===== src/cdas_pkg.sv =====
package cdas_pkg;

  localparam int IN_W     = 48;
  localparam int OUT_W    = 32;
  localparam int WDAY_W   = 18;
  localparam int WYEAR_W  = 16;
  localparam int YMOD_W   = 9;
  localparam int MODSEL_W = 3;
  localparam logic [MODSEL_W-1:0] MOD_FIRST = 3'd5;
  localparam logic [YMOD_W-1:0]   YMOD_TOP  = 9'd399;

  typedef enum logic [1:0] {
    CMD_LOAD = 2'd0,
    CMD_ADD  = 2'd1,
    CMD_SUB  = 2'd2,
    CMD_CMP  = 2'd3
  } cmd_t;

  typedef struct packed {
    logic                start;
    logic                mod_step;
    logic [MODSEL_W-1:0] mod_sel;
    logic                roll_step;
    logic                finish;
  } ctrl_t;

  typedef struct packed {
    logic is_arith;
    logic skip_roll;
    logic in_range;
    logic fail;
  } stat_t;

  function automatic logic [13:0] mod_sub(input logic [MODSEL_W-1:0] k);
    mod_sub = 14'd400 << k;
  endfunction

  function automatic logic is_leap(input logic [YMOD_W-1:0] ymod);
    is_leap = (ymod[1:0] == 2'b00) && (ymod != 9'd100) && (ymod != 9'd200)
              && (ymod != 9'd300);
  endfunction

  function automatic logic [4:0] month_len(input logic [3:0] m, input logic leap);
    if (m == 4'd2) begin
      month_len = leap ? 5'd29 : 5'd28;
    end else if (m inside {4'd4, 4'd6, 4'd9, 4'd11}) begin
      month_len = 5'd30;
    end else begin
      month_len = 5'd31;
    end
  endfunction

endpackage


===== src/cdas_datapath.sv =====
module cdas_datapath #(
  parameter int YEAR_MAX = 9999
) (
  input  logic                    clk,
  input  logic                    rst_n,
  input  cdas_pkg::ctrl_t         ctrl,
  output cdas_pkg::stat_t         stat,
  input  logic [cdas_pkg::IN_W-1:0]  in_tdata,
  output logic [cdas_pkg::OUT_W-1:0] out_tdata
);
  import cdas_pkg::*;

  localparam logic signed [WYEAR_W-1:0] YMAX_S = WYEAR_W'(YEAR_MAX);

  logic [1:0]  in_cmd;
  logic [5:0]  in_day;
  logic [3:0]  in_month;
  logic [13:0] in_year;
  logic [15:0] in_delta;

  logic [4:0]        cur_day_r;
  logic [3:0]        cur_month_r;
  logic [13:0]       cur_year_r;
  logic [YMOD_W-1:0] cur_ymod_r;

  logic [1:0]                 cmd_r;
  logic                       bad_r, bad_nxt;
  logic                       fail_r;
  logic [13:0]                rem_r, rem_nxt;
  logic signed [WDAY_W-1:0]   w_day_r;
  logic [3:0]                 w_month_r;
  logic signed [WYEAR_W-1:0]  w_year_r;
  logic [YMOD_W-1:0]          w_ymod_r;
  logic [OUT_W-1:0]           out_tdata_r;

  logic                       limited, is_cmp, is_arith;
  logic signed [WDAY_W-1:0]   mlen_s, mlen_dn_s;
  logic [3:0]                 m_dn;
  logic [YMOD_W-1:0]          ymod_dn, ymod_up;
  logic signed [WYEAR_W-1:0]  yr_up, yr_dn;
  logic                       wrap_up, wrap_dn, fwd_fail, bwd_fail, go_fwd;
  logic signed [WYEAR_W-1:0]  cy_s;
  logic signed [WDAY_W-1:0]   cd_s;
  logic                       cmp_before, equal, err, commit;

  assign in_cmd   = in_tdata[1:0];
  assign in_day   = in_tdata[7:2];
  assign in_month = in_tdata[11:8];
  assign in_year  = in_tdata[25:12];
  assign in_delta = in_tdata[41:26];

  assign is_cmp   = (cmd_r == CMD_CMP);
  assign is_arith = (cmd_r == CMD_ADD) || (cmd_r == CMD_SUB);
  assign limited  = !is_cmp;

  always_comb begin
    bad_nxt = 1'b0;
    if (in_cmd == CMD_LOAD) begin
      bad_nxt = (in_month == 4'd0) || (in_month > 4'd12) ||
                ({2'b00, in_year} > WYEAR_W'(YEAR_MAX));
    end else if (in_cmd == CMD_CMP) begin
      bad_nxt = (in_month == 4'd0) || (in_month > 4'd12);
    end
  end

  assign rem_nxt = (rem_r >= mod_sub(ctrl.mod_sel)) ? rem_r - mod_sub(ctrl.mod_sel) : rem_r;

  assign mlen_s   = signed'({13'b0, month_len(w_month_r, is_leap(w_ymod_r))});
  assign wrap_up  = (w_month_r == 4'd12);
  assign wrap_dn  = (w_month_r == 4'd1);
  assign yr_up    = w_year_r + 16'sd1;
  assign yr_dn    = w_year_r - 16'sd1;
  assign ymod_up  = (w_ymod_r == YMOD_TOP) ? '0 : w_ymod_r + 9'd1;
  assign ymod_dn  = (w_ymod_r == '0) ? YMOD_TOP : w_ymod_r - 9'd1;
  assign m_dn     = wrap_dn ? 4'd12 : w_month_r - 4'd1;
  assign mlen_dn_s = signed'({13'b0, month_len(m_dn, is_leap(wrap_dn ? ymod_dn : w_ymod_r))});
  assign fwd_fail = limited && wrap_up && (yr_up > YMAX_S);
  assign bwd_fail = limited && wrap_dn && (yr_dn < 16'sd0);
  assign go_fwd   = (w_day_r > mlen_s);

  assign cy_s = signed'({2'b00, cur_year_r});
  assign cd_s = signed'({13'b0, cur_day_r});

  always_comb begin
    if (cy_s != w_year_r) begin
      cmp_before = (cy_s < w_year_r);
    end else if (cur_month_r != w_month_r) begin
      cmp_before = (cur_month_r < w_month_r);
    end else begin
      cmp_before = (cd_s < w_day_r);
    end
    equal  = (cd_s == w_day_r) && (cur_month_r == w_month_r) && (cy_s == w_year_r);
    err    = fail_r || bad_r;
    commit = !is_cmp && !err;
  end

  always_ff @(posedge clk) begin
    if (!rst_n) begin
      cur_day_r   <= 5'd1;
      cur_month_r <= 4'd1;
      cur_year_r  <= 14'd2000;
      cur_ymod_r  <= '0;
    end else if (ctrl.finish && commit) begin
      cur_day_r   <= w_day_r[4:0];
      cur_month_r <= w_month_r;
      cur_year_r  <= w_year_r[13:0];
      cur_ymod_r  <= w_ymod_r;
    end
  end

  always_ff @(posedge clk) begin
    if (ctrl.start) begin
      cmd_r  <= in_cmd;
      bad_r  <= bad_nxt;
      fail_r <= 1'b0;
      rem_r  <= in_year;
      if (in_cmd == CMD_ADD || in_cmd == CMD_SUB) begin
        if (in_cmd == CMD_ADD) begin
          w_day_r <= signed'({13'b0, cur_day_r}) + signed'({2'b00, in_delta});
        end else begin
          w_day_r <= signed'({13'b0, cur_day_r}) - signed'({2'b00, in_delta});
        end
        w_month_r <= cur_month_r;
        w_year_r  <= signed'({2'b00, cur_year_r});
        w_ymod_r  <= cur_ymod_r;
      end else begin
        w_day_r   <= signed'({12'b0, in_day});
        w_month_r <= in_month;
        w_year_r  <= signed'({2'b00, in_year});
      end
    end else if (ctrl.mod_step) begin
      rem_r    <= rem_nxt;
      w_ymod_r <= rem_nxt[YMOD_W-1:0];
    end else if (ctrl.roll_step) begin
      if (go_fwd) begin
        if (fwd_fail) begin
          fail_r <= 1'b1;
        end else begin
          w_day_r <= w_day_r - mlen_s;
          if (wrap_up) begin
            w_month_r <= 4'd1;
            w_year_r  <= yr_up;
            w_ymod_r  <= ymod_up;
          end else begin
            w_month_r <= w_month_r + 4'd1;
          end
        end
      end else begin
        if (bwd_fail) begin
          fail_r <= 1'b1;
        end else begin
          w_day_r   <= w_day_r + mlen_dn_s;
          w_month_r <= m_dn;
          if (wrap_dn) begin
            w_year_r <= yr_dn;
            w_ymod_r <= ymod_dn;
          end
        end
      end
    end
  end

  always_ff @(posedge clk) begin
    if (ctrl.finish) begin
      out_tdata_r <= {6'b0, err, equal && is_cmp, cmp_before && is_cmp,
                      commit ? w_year_r[13:0] : cur_year_r,
                      commit ? w_month_r : cur_month_r,
                      commit ? w_day_r[4:0] : cur_day_r};
    end
  end

  assign out_tdata       = out_tdata_r;
  assign stat.is_arith   = is_arith;
  assign stat.skip_roll  = bad_r;
  assign stat.in_range   = (w_day_r >= 18'sd1) && !go_fwd;
  assign stat.fail       = fail_r;

endmodule


===== src/cdas_ctrl.sv =====
module cdas_ctrl (
  input  logic            clk,
  input  logic            rst_n,
  input  logic            in_tvalid,
  output logic            in_tready,
  output logic            out_tvalid,
  input  logic            out_tready,
  input  cdas_pkg::stat_t stat,
  output cdas_pkg::ctrl_t ctrl
);
  import cdas_pkg::*;

  typedef enum logic [4:0] {
    S_IDLE     = 5'b00001,
    S_DISPATCH = 5'b00010,
    S_MOD      = 5'b00100,
    S_ROLL     = 5'b01000,
    S_FINISH   = 5'b10000
  } state_t;

  state_t              state_r, state_nxt;
  logic [MODSEL_W-1:0] cnt_r, cnt_nxt;
  logic                out_tvalid_r, out_tvalid_nxt;

  assign in_tready  = (state_r == S_IDLE);
  assign out_tvalid = out_tvalid_r;

  always_comb begin
    state_nxt      = state_r;
    cnt_nxt        = cnt_r;
    ctrl           = '0;
    ctrl.mod_sel   = cnt_r;
    out_tvalid_nxt = out_tvalid_r && !out_tready;
    case (state_r)
      S_IDLE: begin
        if (in_tvalid) begin
          ctrl.start = 1'b1;
          state_nxt  = S_DISPATCH;
        end
      end
      S_DISPATCH: begin
        if (stat.is_arith) begin
          state_nxt = S_ROLL;
        end else if (stat.skip_roll) begin
          state_nxt = S_FINISH;
        end else begin
          cnt_nxt   = MOD_FIRST;
          state_nxt = S_MOD;
        end
      end
      S_MOD: begin
        ctrl.mod_step = 1'b1;
        if (cnt_r == '0) begin
          state_nxt = S_ROLL;
        end else begin
          cnt_nxt = cnt_r - 1'b1;
        end
      end
      S_ROLL: begin
        if (stat.fail || stat.in_range) begin
          state_nxt = S_FINISH;
        end else begin
          ctrl.roll_step = 1'b1;
        end
      end
      S_FINISH: begin
        if (!out_tvalid_r || out_tready) begin
          ctrl.finish    = 1'b1;
          out_tvalid_nxt = 1'b1;
          state_nxt      = S_IDLE;
        end
      end
      default: begin
        state_nxt = S_IDLE;
      end
    endcase
  end

  always_ff @(posedge clk) begin
    if (!rst_n) begin
      state_r      <= S_IDLE;
      cnt_r        <= '0;
      out_tvalid_r <= 1'b0;
    end else begin
      state_r      <= state_nxt;
      cnt_r        <= cnt_nxt;
      out_tvalid_r <= out_tvalid_nxt;
    end
  end

endmodule


===== src/calendar_date_add_subtract_unit.sv =====
// Gregorian date register (reset 1.1.2000) with load, add days, subtract days and
// compare. One item is worked at a time; each gives exactly one result item with the
// stored date. After an item is accepted the controller steps through dispatch, a
// year-modulo reduction for a load with a valid month and year or a compare with a
// valid month, one roll step per month boundary crossed while normalizing, and finish;
// a refused load or compare goes from dispatch straight to finish. A 65535-day add or
// subtract crosses about 2155 months; the month stepper in the datapath, one month per
// cycle, does that walk. A new item is taken while the previous result still waits in
// the output register; the next result is held back until that register is free.
module calendar_date_add_subtract_unit #(
  parameter int YEAR_MAX = 9999
) (
  input  logic        clk,
  input  logic        rst_n,
  input  logic        in_tvalid,
  output logic        in_tready,
  input  logic [47:0] in_tdata,   // command[1:0], day_in[7:2], month_in[11:8],
                                  // year_in[25:12], delta_days[41:26], zero fill
  output logic        out_tvalid,
  input  logic        out_tready,
  output logic [31:0] out_tdata   // day_out[4:0], month_out[8:5], year_out[22:9],
                                  // is_before[23], is_equal[24], range_error[25], zero fill
);
  import cdas_pkg::*;

  ctrl_t ctrl;
  stat_t stat;

  cdas_ctrl u_ctrl (
    .clk        (clk),
    .rst_n      (rst_n),
    .in_tvalid  (in_tvalid),
    .in_tready  (in_tready),
    .out_tvalid (out_tvalid),
    .out_tready (out_tready),
    .stat       (stat),
    .ctrl       (ctrl)
  );

  cdas_datapath #(
    .YEAR_MAX (YEAR_MAX)
  ) u_datapath (
    .clk       (clk),
    .rst_n     (rst_n),
    .ctrl      (ctrl),
    .stat      (stat),
    .in_tdata  (in_tdata),
    .out_tdata (out_tdata)
  );

endmodule

===== config.mk =====
export PLATFORM = sky130hd
export DESIGN_NAME = calendar_date_add_subtract_unit
export DESIGN_NICKNAME = d
export VERILOG_FILES = /design/src/cdas_pkg.sv /design/src/cdas_datapath.sv /design/src/cdas_ctrl.sv /design/src/calendar_date_add_subtract_unit.sv
export SDC_FILE = /design/constraint.sdc
export NUM_CORES = 1
export LEC_CHECK = 0
export BUFFER_PORTS_ARGS = -buffer_cell sky130_fd_sc_hd__buf_2
export CORE_MARGIN = 2
export CORE_UTILIZATION = 45
export CTS_CLUSTER_DIAMETER = 120
export DETAILED_ROUTE_END_ITERATION = 10
export PLACE_DENSITY_LB_ADDON = 0.1
export RECOVER_POWER = 100
export SETUP_SLACK_MARGIN = 0.2
export SYNTH_ARGS = -nofsm -noshare
export SYNTH_HDL_FRONTEND = slang
export SYNTH_SLANG_ARGS = --single-unit
export TNS_END_PERCENT = 5

===== constraint.sdc =====
create_clock -name clk -period 10.7 [get_ports clk]
set_input_delay 0 -clock clk [delete_from_list [all_inputs] [get_ports clk]]
set_output_delay 0 -clock clk [all_outputs]
set_load 0.02 [all_outputs]

==> metrics.txt, run 1 <==
status finished, violations left; failing checks negative hold slack, max-capacitance violations, max-slew violations; critical path launch point type register; hold path endpoint u_datapath.rem_r[6]; hpwl dp 18390 um; cell count after placement between 1000 and 1500; simple-gate portion of the synthesized area about 20%; largest family of logic cells by synthesized area simple AND/OR/NAND/NOR gates; H-tree levels 4; post-synthesis sequential area ratio a little over a third; wire length per cell 18.07 um; Yosys reg bits approximately 130; worst slew pin tran roughly 2.9 ns; via count between 8000 and 9000; die area around 0.023 sq mm; area leader, netlist edfxtp_1; Core ar. 0.02169 sq mm; CP arrival around 7.3 ns; post-layout util 51.45%; Peak Freq 136.3 MHz; crit share post-route between 60% and 70%; Reg2Reg Setup Slack approximately 3.4 ns; vias in the first global route a little over 8000; Final Non-Filler Cells 1464; Clock Sinks around 130; Place WS about 5.5 ns; r2r endpoint u_datapath.w_ymod_r[0]; Lkg Pwr 4.247 nW; beginning of the worst hold path in_tdata[18]; Worst EP required 10.69 ns; Hold Path Class input port to register; Detail Route Antenna Nets 0; largest net degree at the start of global routing 60; FILL cells about 2100; Yosys Warn Count 0; Worst Reg-to-Reg Cells 16; total CTS buffers 17; ys async rst share 0%; Die H 152.2 um; final setup TNS 0 ns; ant diodes 0; Min-Delay Path Depth 3; Critical Path Sink Type register; Crit Path Category register to register; Worst-Skew Late Latency between 0.4 and 0.5 ns; DRT iter0 DRCs between 500 and 600; min cycle time layout roughly 7.3 ns; Max Root-Sink Buffers 2; Post-CTS Setup Repair Bufs 0; Hold Vio Cnt, Final 1; Max VDD drop 0.00008747 V; Post-synth EDFFs 90; most frequent cells after synthesis nand2_1, edfxtp_1, ha_1, nor2_1, o21ai_0; top-area cell type share of the netlist area between 20% and 30%; CTS Root Cell clkbuf_16; Setup violations, final 0; syn avg cell area about 9 sq um; Slew Limit Fails 286; Top Ports 86; RSZ-0062 raised after global routing false; gp weighted congestion 0.8749; mux contribution to synthesized area approximately 5%; CTS tree yes; most common flop cell mapped by yosys edfxtp_1; port bufs 73; die width ~150 um; Compound-Gate Fraction of Synth Area 19.08%; drt pass-1 iters 7; via/cell ratio roughly 5.7; DRC viols 0; number of max-cap violations 8; area growth from synthesis to layout 12.91%; initial antenna violation count 0; final worst setup slack 3.365 ns; cts repair resizes 0; Slew HR -95.64%; WL final about 26000 um; CP Max Fanout a little over 40; top post-synthesis cells by area edfxtp_1, dfxtp_1, ha_1; Starting Density 45.56%; synthesized area 0.009882 sq mm; clock slew at reported path FFs around 0.06 ns; Hold-fix buffers, CTS 23; worst r2r src u_datapath.w_ymod_r[6]; Synth cell types 85; total track usage a little under a quarter; Min Hold Slack -0.0003443 ns; # rows 54; Gate Count Post-Synth around 1100; P per Cell Area ~160 mW/mm^2; layout cell share with drive strength beyond 1 under 10%; GRT overflow 0; clk_skew approximately 0.0093 ns; first-pass GRT wire length 42840 um; count leader, synth nand2_1; Post-Synth Adder-Cell Area 9.293%; XOR/XNOR Fraction of Synth Area between 5 and 6%; Layout Nets around 1300
-- per-layer routing --
metal / vias up / GRT usage [%] / part of all wire [%]
met4: 0 / 7.877 / 2.3
met3: 33 / 3.129 / 3.5
met2: 171 / 39.60 / 49
met1: 3950 / 29.62 / 46
met5: - / 0 / 0
li1: 4193 / - / -
-- registers in the layout (all words and copies together), names as in the netlist --
signal / cells
u_datapath.out_tdata: 26
u_datapath.cur_month_r: 4
u_datapath.cur_year_r: 14
u_datapath.cur_day_r: 5
u_datapath.cur_ymod_r: 9
u_ctrl.out_tvalid: 1
u_datapath.cmd_r: 2
u_ctrl.state_r: 5
u_datapath.w_month_r: 4
u_datapath.w_year_r: 16
u_datapath.fail_r: 1
u_datapath.rem_r: 14
u_datapath.w_ymod_r: 9
u_datapath.bad_r: 1
u_datapath.w_day_r: 18
u_ctrl.cnt_r: 3
-- where the power goes --
part | internal [W] | switching, W | total, W
Sequential | 0.000620 | 0.0000746 | 0.000694
Clock | 0.000416 | 0.000243 | 0.000658
Combinational | 0.000194 | 0.000280 | 0.000474
-- worst max-delay path, cell delays in order, from the launching register on --
cell      delay (ns)
edfxtp_1        0.62
nor3b_1         0.24
o211ai_1        0.10
a221o_1         0.35
a21boi_0        0.18
o221ai_1        0.14
o31a_1          0.15
ha_1            0.18
inv_1           0.08
fa_1            0.21
and4_1          0.27
a21oi_1         0.15
a21oi_4         0.18
clkbuf_1        1.44
o41ai_1         0.32
or2_0           0.33
o311ai_0        1.94
-- how the worst max path moves through the flow --
| stage | start | endpoint | slack, ns | cells past startpoint |
|---|---|---|---|---|
| floorplan | u_datapath.w_ymod_r[2] | u_datapath.w_year_r[0] | 6.07 | 18 |
| global placement | u_datapath.w_month_r[1] | u_datapath.w_day_r[16] | 5.53 | 19 |
| detailed placement | u_datapath.w_month_r[1] | u_datapath.w_day_r[16] | 5.50 | 19 |
| CTS | u_datapath.w_month_r[1] | u_datapath.w_day_r[16] | 5.49 | 19 |
| global route | u_datapath.w_ymod_r[6] | u_datapath.w_ymod_r[4] | 2.66 | 16 |
| finish | u_datapath.w_ymod_r[6] | u_datapath.w_ymod_r[0] | 3.37 | 16 |
-- logic make-up (layout without fill, tap and decap cells) --
| family | count (synthesis) | count (layout) |
|---|---|---|
| XOR/XNOR | 63 | 63 |
| flip-flops | 132 | 132 |
| AND/OR/NAND/NOR | 386 | 386 |
| other | 1 | 6 |
| adder cells (fa/ha/maj) | 71 | 71 |
| multiplexers | 48 | 48 |
| buffers and inverters | 129 | 193 |
| AO/OA/AOI/OAI | 285 | 285 |
-- through the flow --
step | cell area (sq um) | total power, W | hold slack [ns]
floorplan | 9901 | 0.001045 | 0.09887
global placement | 10380 | 0.001167 | 0.2588
detailed placement | 10380 | 0.001173 | 0.2557
CTS | 11270 | 0.001838 | 0.0005798
global route | 11160 | 0.001931 | 0.01651
finish | 11160 | 0.001827 | -0.0003443
-- cell usage in the layout (no fill, tap or decap), types with 7 or more instances in the layout --
master	count
ha_1	67
nand3_1	28
and3_1	19
inv_1	54
a21boi_0	28
mux2_2	20
a21oi_1	64
buf_2	42
a21o_1	8
nand2_1	137
mux2i_1	27
o22ai_1	9
clkbuf_1	39
dfxtp_1	42
nand4_1	18
dlygate4sd3_1	23
nand2b_1	8
o211ai_1	20
nor2_1	65
xnor2_1	39
nor3_1	32
a31oi_1	11
o21ai_0	66
nand3b_1	7
clkbuf_16	17
xor2_1	24
nor2b_1	10
or3_1	10
edfxtp_1	90
a211oi_1	12
nor4_1	11
-- final cells by class --
| class | instances | area [sq um] | share of cell area [%] |
|---|---|---|---|
| Inverter | 56 | 210.2 | 1.884 |
| Sequential cell | 132 | 3543 | 31.76 |
| Tap cell | 280 | 350.3 | 3.140 |
| Clock buffer | 17 | 425.4 | 3.813 |
| Clock inverter | 15 | 230.2 | 2.063 |
| Timing Repair Buffer | 105 | 594.3 | 5.326 |
| Multi-Input combinational cell | 859 | 5804 | 52.02 |
(Power assumes the default switching activity.)
==> inputs of run 2 (changes only) <==
==> constraint.sdc (replaced) <==
create_clock -name clk -period 7.6 [get_ports clk]
set_input_delay 0 -clock clk [delete_from_list [all_inputs] [get_ports clk]]
set_output_delay 0 -clock clk [all_outputs]
set_load 0.02 [all_outputs]
==> metrics.txt, run 2 (same netlist as run 1, synthesis figures left out) <==
status finished, violations left; failing checks max-capacitance violations, max-slew violations; wire length per cell 17.85 um; FF+latch area approximately 0.0035 sq mm; worst path cell trace nor3b_1 -> o211ai_1 -> a221o_1 -> a21boi_0 -> o221ai_1 -> o31a_1 -> ha_1 -> inv_1 -> fa_1 -> and4_1 -> a21oi_1 -> a21o_1 -> a31oi_1 -> o311ai_0; Starting Density 45.56%; number of max-cap violations 7; Hold-fix buffers, CTS 20; ant diodes 0; Critical Path Sink Type register; most frequent cells in the layout nand2_1, edfxtp_1, o21ai_0; FILL cells around 2100; Crit Path Category register to register; drt pass-1 iters 5; internal power ~0.0017 W; critical path launch point type register; Hold Path Class input port to register; via count around 8400; Hold Vio Cnt, Final 0; Clk pwr share approximately a third; die area between 0.02 and 0.025 sq mm; crit share post-route between 80% and 90%; multi-input logic area 0.005812 sq mm; Reg power frac between 30% and 40%; # rows 54; max reg flops 26; first-pass GRT wire length approximately 42000 um; final instance area 0.01114 sq mm; worst slew pin tran roughly 2.8 ns; cts repair resizes 0; Detail Route Antenna Nets 0; final setup TNS 0 ns; most common cell after layout, fill and taps aside nand2_1; GRT overflow 0; Post-CTS Setup Repair Bufs 0; layout cell share with drive strength beyond 1 9.383%; Clock Sinks 132; die width roughly 150 um; vias in the first global route approximately 8000; area growth from synthesis to layout 12.71%; Slowest Stage Delay on Critical Path around 1.9 ns; Lkg Pwr 4.249 nW; Worst EP required approximately 7.6 ns; sw frac between 30% and 40%; worst path bufs/invs 1; hpwl dp between 15000 and 20000 um; Combinational Power Share between 20% and 30%; critical path's slowest cell o311ai_0; DRC viols 0; Peak Freq approximately 160 MHz; Placement Cell Area between 0.01 and 0.015 sq mm; Slew HR -88.68%; total CTS buffers 17; via/cell ratio between 5 and 6; delay-heaviest family, CP compound AO/OA/AOI/OAI gates; CP arrival about 6.2 ns; Worst-Skew Late Latency ~0.43 ns; Core ar. between 0.02 and 0.025 sq mm; gp weighted congestion around 0.86; Slew Limit Fails 205; sw power roughly 0.00084 W; H-tree levels 4; Die H 152.2 um; Setup violations, final 0; largest net degree at the start of global routing 60; port bufs 73; initial antenna violation count 0; Layout Nets roughly 1300; CP Max Fanout 32; CTS Root Cell clkbuf_16; clk_skew between 0.01 and 0.015 ns; Final Power 0.002545 W; min cycle time layout between 6 and 7 ns; RSZ-0062 raised after global routing false; DRT iter0 DRCs ~470; P per Cell Area ~230 mW/mm^2; CTS tree yes; Max VDD drop between 0.0001 and 0.00015 V; clock slew at reported path FFs about 0.060 ns; Top Ports 86; Max Root-Sink Buffers 2; WL final 26120 um; total track usage approximately 23%
## run 2: path summary, 6_finish.rpt
| path | startpoint | slack [ns] | cells after the start | endpoint |
|---|---|---|---|---|
| max reg2reg | u_datapath.w_ymod_r[6] | 1.41 | 14 | u_datapath.w_ymod_r[0] |
| min | in_tdata[19] | 0.006 | 3 | u_datapath.rem_r[7] |
| max | u_datapath.w_ymod_r[6] | 1.41 | 14 | u_datapath.w_ymod_r[0] |
| min reg2reg | u_datapath.cur_ymod_r[7] | 0.46 | 2 | u_datapath.cur_ymod_r[7] |
## run 2: layer usage
| metal | wire length (um) | track usage (%) |
|---|---|---|
| met1 | 11830 | 29.47 |
| met3 | 1097 | 3.584 |
| met5 | 0 | 0 |
| met2 | 12480 | 38.31 |
| met4 | 710 | 7.966 |
## run 2: layout make-up
class | instances | area share (%)
flip-flops and latches | 132 | 31.81
multi-input cells | 859 | 52.18
clock inverters | 14 | 1.809
well taps | 280 | 3.145
inverters | 56 | 1.887
repair buffers | 104 | 5.224
clock buffers | 18 | 3.943
## run 2: worst min-delay path, cell delays in order
cell and delay [ns]:
buf_2 0.13, nor2_1 0.06, a21oi_1 0.11
## run 2: per-stage QoR
stage,setup slack [ns],cells,hold WS [ns],utilization (%)
CTS,2.391,1462,0.002798,51.78
floorplan,2.968,1120,0.09887,-
global route,1.017,1463,0.01855,51.36
finish,1.407,1463,0.006455,51.36
global placement,2.416,1410,0.2598,47.90
detailed placement,2.423,1410,0.2638,47.90
## run 2: power groups by stage
stage / Sequential [W] / Combinational [W] / Clock (W)
final: 0.000980 / 0.000667 / 0.000898
after global routing: 0.000992 / 0.000756 / 0.000942
after floorplan: 0.000930 / 0.000540 / 0
after global placement: 0.000989 / 0.000654 / 0
after CTS: 0.000976 / 0.000674 / 0.000909
after detailed placement: 0.000990 / 0.000661 / 0
